===== config.mk =====
export PLATFORM = sky130hd
export DESIGN_NAME = pas_ram
export DESIGN_NICKNAME = d
export VERILOG_FILES = /design/src/rtl/assert_macros.svh /design/src/rtl/pas_ram.sv
export SDC_FILE = /design/constraint.sdc
export NUM_CORES = 2
export LEC_CHECK = 0
export BUFFER_PORTS_ARGS = -buffer_cell sky130_fd_sc_hd__buf_2
export CORE_ASPECT_RATIO = 0.8
export CORE_UTILIZATION = 25
export DETAILED_ROUTE_END_ITERATION = 16
export PLACE_DENSITY_LB_ADDON = 0.2
export SLEW_MARGIN = 20
export SYNTH_ARGS = -nofsm -noshare
export SYNTH_HDL_FRONTEND = slang
export SYNTH_SLANG_ARGS = --single-unit

===== constraint.sdc =====
create_clock -name i_clk -period 4.53 [get_ports i_clk]
set_input_delay 1.359 -clock i_clk [delete_from_list [all_inputs] [get_ports i_clk]]
set_output_delay 1.359 -clock i_clk [all_outputs]
set_load 0.01 [all_outputs]

===== src/rtl/assert_macros.svh =====
// Assertion macros used by the RTL of the site table.
// Depends on nothing; included by packed_allele_site_table.sv, which carries assertions.
`ifndef ASSERT_MACROS_SVH
`define ASSERT_MACROS_SVH

// Checks that a condition holds at every rising clock edge outside reset.
`define ASSERT_ALWAYS(label, clk, rst_n, cond) \
    label: assert property (@(posedge clk) disable iff (!rst_n) (cond)) \
        else $error("assertion failed");

// Checks that a condition implies another at the same clock edge.
`define ASSERT_IMPLIES(label, clk, rst_n, a, b) \
    label: assert property (@(posedge clk) disable iff (!rst_n) (a) |-> (b)) \
        else $error("assertion failed");

`endif


===== src/rtl/pas_ram.sv =====
// Generic single-port-write, single-port-read RAM with registered read data.
// Depends on nothing.
module pas_ram #(
    parameter int WIDTH = 32,
    parameter int DEPTH = 64
) (
    input  logic                     i_clk,
    input  logic                     i_we,
    input  logic [$clog2(DEPTH)-1:0] i_waddr,
    input  logic [WIDTH-1:0]         i_wdata,
    input  logic [$clog2(DEPTH)-1:0] i_raddr,
    output logic [WIDTH-1:0]         o_rdata
);
    logic [WIDTH-1:0] r_mem [DEPTH];

    always_ff @(posedge i_clk) begin
        if (i_we) begin
            r_mem[i_waddr] <= i_wdata;
        end
        o_rdata <= r_mem[i_raddr];
    end
endmodule


==> results.sh <==
export IMPL_number_of_nets_at_the_end_of_the_flow=3734
export IMPL_post_detailed_route_count_of_antenna_violating_nets=0
export IMPL_gp_congestion=0.7296
export IMPL_required_ns=5.20
export IMPL_grt_antenna_before_repair=27
export IMPL_final_routed_wirelength_mm=239.0
export IMPL_syn_area_um2=78520
export IMPL_core_area_um2=311600
export IMPL_cell_internal_pwr_mw=31.30
export IMPL_drive_gt1_share_pct=31.98
export IMPL_floorplan_initialDensity_pct=25.20
export IMPL_final_min_period_over_clock_period_pct=82.08
export IMPL_fin_worst_skew_ns=0.04073
export IMPL_startpoint_of_the_worst_register_to_register_path="r_mem[3][2]$_DFFE_PP_"
export IMPL_grt_total_usage_pct=14.89
export IMPL_max_slew_worst_pin_slew_ns=1.118
export IMPL_floorplan_rows=183
export IMPL_ios=78
export IMPL_global_route_wire_length_before_repair_mm=327.0
export IMPL_fraction_of_power_spent_switching_nets_pct=21.79
export IMPL_cts_path_max_buffers=4
export IMPL_post_synth_num_cell_types=34
export IMPL_grt_setup_unrepaired="no"
export IMPL_tritoncts_num_buffers=204
export IMPL_ys_warn_count=0
export IMPL_yosysSeqAreaShare_pct=79.14
export IMPL_setup_worst_path_start="i_raddr[1]"
export IMPL_clkLatencyLatePin_ns=0.85
export IMPL_post_cts_setup_buffers=0
export IMPL_global_route_overflow_total=0
export IMPL_timing_max_cap_violations=0
export IMPL_hpwl_mm=137.4
export IMPL_fp_dieH_um=503.2
export IMPL_numPortBuffers=77
export IMPL_finalCoreUtilization_pct=29.85
export IMPL_cts_repair_resize_count=0
export IMPL_powerDensity_nw_per_um2=430.1
export IMPL_grt_max_degree=70
export IMPL_switchingPower_mw=8.718
export IMPL_yosys_area_top_type="sky130_fd_sc_hd__edfxtp_1"
export IMPL_clock_sinks=2080
export IMPL_initialDrtViolationCount=3803
export IMPL_share_comb_of_total_power_pct=5.5
export IMPL_grt_pass1_vias=37830
export IMPL_yosys_area_top_type_share_pct=78.33
export IMPL_drt_drc_violations_left=0
export IMPL_post_synth_inst_count=3324
export IMPL_average_routed_wire_per_standard_cell_um=29.80
export IMPL_die_x_um=628.6
export IMPL_timing_hold_worst_start="r_mem[12][17]$_DFFE_PP_"
export IMPL_cts_root_buf="sky130_fd_sc_hd__clkbuf_16"
export IMPL_vias=37270
export IMPL_syn_to_final_growth_pct=18.49
export IMPL_path_class="input port to register"
export IMPL_syn_area_per_cell_um2=23.62
export IMPL_post_dp_area_um2=86700
export IMPL_vdd_drop_max_v=0.0002803
export IMPL_detailed_routing_iteration_count_for_the_pre_antenna_repair_pass=5
export IMPL_htree_levels=4
export IMPL_cts_hold_buf=0
export IMPL_synth_area_leaders="sky130_fd_sc_hd__edfxtp_1 78%, sky130_fd_sc_hd__mux4_2 16%, sky130_fd_sc_hd__mux2i_1 1.2%"
export IMPL_crit_path_max_fanout=34
export IMPL_run_status="complete, no violations"
export IMPL_hold_path_class="register to register"
export IMPL_cts_tree="built"
export IMPL_fillerInstances=29970
export IMPL_die_area_um2=316300
export IMPL_power_static_leakage_nw=28.33
export IMPL_clkTransAtPathRegs_ns=0.07
export IMPL_fmaxAchievable_mhz=268.9
export IMPL_final_period_minus_worst_setup_slack_ns=3.718
export IMPL_finalSetupViolations=0
export IMPL_timing_critical_path_from_type="input port"
export IMPL_post_drt_via_cell_ratio=4.645
export IMPL_flip_flop_and_latch_count_after_synthesis=2080
export IMPL_report_final_slew_viol_count=0
export IMPL_clockPowerShare_pct=41.0
export IMPL_worstPathArrival_ns=4.39
export IMPL_seq_power_share_pct=53.5
export IMPL_fin_area_um2=93040
export IMPL_slew_headroom_pct=25.45
export IMPL_critical_path_endpoint_type="register"
export IMPL_timing_hold_violations_final=0
export IMPL_synth_fp_nets=3370
-- placed cells by master (no fill, tap or decap), types with 75 or more instances in the layout --
cell type                   netlist  layout
sky130_fd_sc_hd__edfxtp_1      2048    2048
sky130_fd_sc_hd__mux4_2         544     544
sky130_fd_sc_hd__clkbuf_16        0     206
sky130_fd_sc_hd__buf_4           25     194
sky130_fd_sc_hd__mux2i_1         93      93
sky130_fd_sc_hd__o22ai_1         84      82
sky130_fd_sc_hd__buf_12           0      79
sky130_fd_sc_hd__nor2_1         137      75
-- metal layers --
metal  track usage, %  vias to the layer above  part of all wire [%]
met5                0                        -                 0.020
met3            2.578                      297                   5.6
li1                 -                    15060                     -
met2            22.85                      979                    45
met4            2.601                        6                   1.6
met1            22.29                    20930                    48
-- final cells by class --
type / instances / area [µm²] / share of cell area [%]
Tap cell: 4162 / 5207 / 5.597
Multi-Input combinational cell: 1062 / 15980 / 17.18
Antenna cell: 17 / 42.54 / 0.04573
Timing Repair Buffer: 340 / 3416 / 3.671
Clock buffer: 271 / 5509 / 5.921
Clock inverter: 90 / 738.2 / 0.7935
Sequential cell: 2080 / 62140 / 66.79
-- final timing paths --
check                                           end  slack, ns  cells past startpoint
worst min-delay path            o_rdata[17]$_DFF_P_       0.75                      4
worst max-delay path            o_rdata[30]$_DFF_P_       0.81                      8
worst min register to register  o_rdata[17]$_DFF_P_       0.75                      4
worst max register to register   o_rdata[2]$_DFF_P_       2.02                      4
-- state kept, by name, indices dropped and copies added (netlist names) --
name     count
r_mem     2048
o_rdata     32
-- metrics by stage --
stage	hold slack [ns]	setup WS, ns	power [mW]	TNS [ns]	instances
2_1_floorplan	0.6632	0.01124	22.81	0	3324
5_1_grt	0.8253	0.8205	41.34	0	8006
3_3_place_gp	0.7726	-0.7034	24.04	-1.236	7641
3_5_place_dp	0.7422	-0.02237	24.06	-0.02237	7643
4_1_cts	0.7605	0.8778	40.56	0	8004
6_report	0.7511	0.8118	40.01	0	8022
-- power groups by stage --
stage | combinational (mW) | sequential (mW) | clock [mW]
finish | 2.18 | 21.4 | 16.4
global route | 2.32 | 21.4 | 17.6
CTS | 2.22 | 21.4 | 16.9
detailed placement | 2.21 | 21.8 | 0
global placement | 2.20 | 21.8 | 0
floorplan | 1.04 | 21.8 | 0
-- worst max-delay path, cell delays in order --
cell and delay, ns:
sky130_fd_sc_hd__buf_8 0.30, sky130_fd_sc_hd__buf_12 0.31, sky130_fd_sc_hd__buf_12 0.26, sky130_fd_sc_hd__buf_4 0.31
sky130_fd_sc_hd__mux4_2 0.32, sky130_fd_sc_hd__mux4_2 0.55, sky130_fd_sc_hd__o22ai_2 0.67, sky130_fd_sc_hd__nor2_1 0.11
-- cells in the mapped netlist --
master,count
sky130_fd_sc_hd__a21oi_1,62
sky130_fd_sc_hd__a22oi_1,12
sky130_fd_sc_hd__a311oi_1,8
sky130_fd_sc_hd__a31oi_1,1
sky130_fd_sc_hd__a41o_1,4
sky130_fd_sc_hd__and2_1,2
sky130_fd_sc_hd__and3_1,4
sky130_fd_sc_hd__buf_1,21
sky130_fd_sc_hd__buf_2,57
sky130_fd_sc_hd__buf_4,25
sky130_fd_sc_hd__buf_6,5
sky130_fd_sc_hd__clkbuf_1,74
sky130_fd_sc_hd__dfxtp_1,32
sky130_fd_sc_hd__edfxtp_1,2048
sky130_fd_sc_hd__mux2i_1,93
sky130_fd_sc_hd__mux4_2,544
sky130_fd_sc_hd__nand2_1,26
sky130_fd_sc_hd__nand2b_1,8
sky130_fd_sc_hd__nand3_1,5
sky130_fd_sc_hd__nand3b_1,5
sky130_fd_sc_hd__nand4_1,2
sky130_fd_sc_hd__nand4b_1,1
sky130_fd_sc_hd__nor2_1,137
sky130_fd_sc_hd__nor2b_1,15
sky130_fd_sc_hd__nor3_1,7
sky130_fd_sc_hd__o221ai_1,27
sky130_fd_sc_hd__o22ai_1,84
sky130_fd_sc_hd__o32ai_1,4
sky130_fd_sc_hd__or2_0,1
sky130_fd_sc_hd__or2_1,1
sky130_fd_sc_hd__or2_2,1
sky130_fd_sc_hd__or3_1,3
sky130_fd_sc_hd__or3b_1,2
sky130_fd_sc_hd__or3b_2,3
-- cell families after synthesis --
| kind of cell | Yosys count | synth area share (%) |
|---|---|---|
| multiplexers | 637 | 16.79 |
| buffers and inverters | 182 | 1.128 |
| AO/OA/AOI/OAI | 202 | 1.673 |
| flip-flops | 2080 | 79.14 |
| AND/OR/NAND/NOR | 223 | 1.265 |
Power figures use the tool's default switching activity.
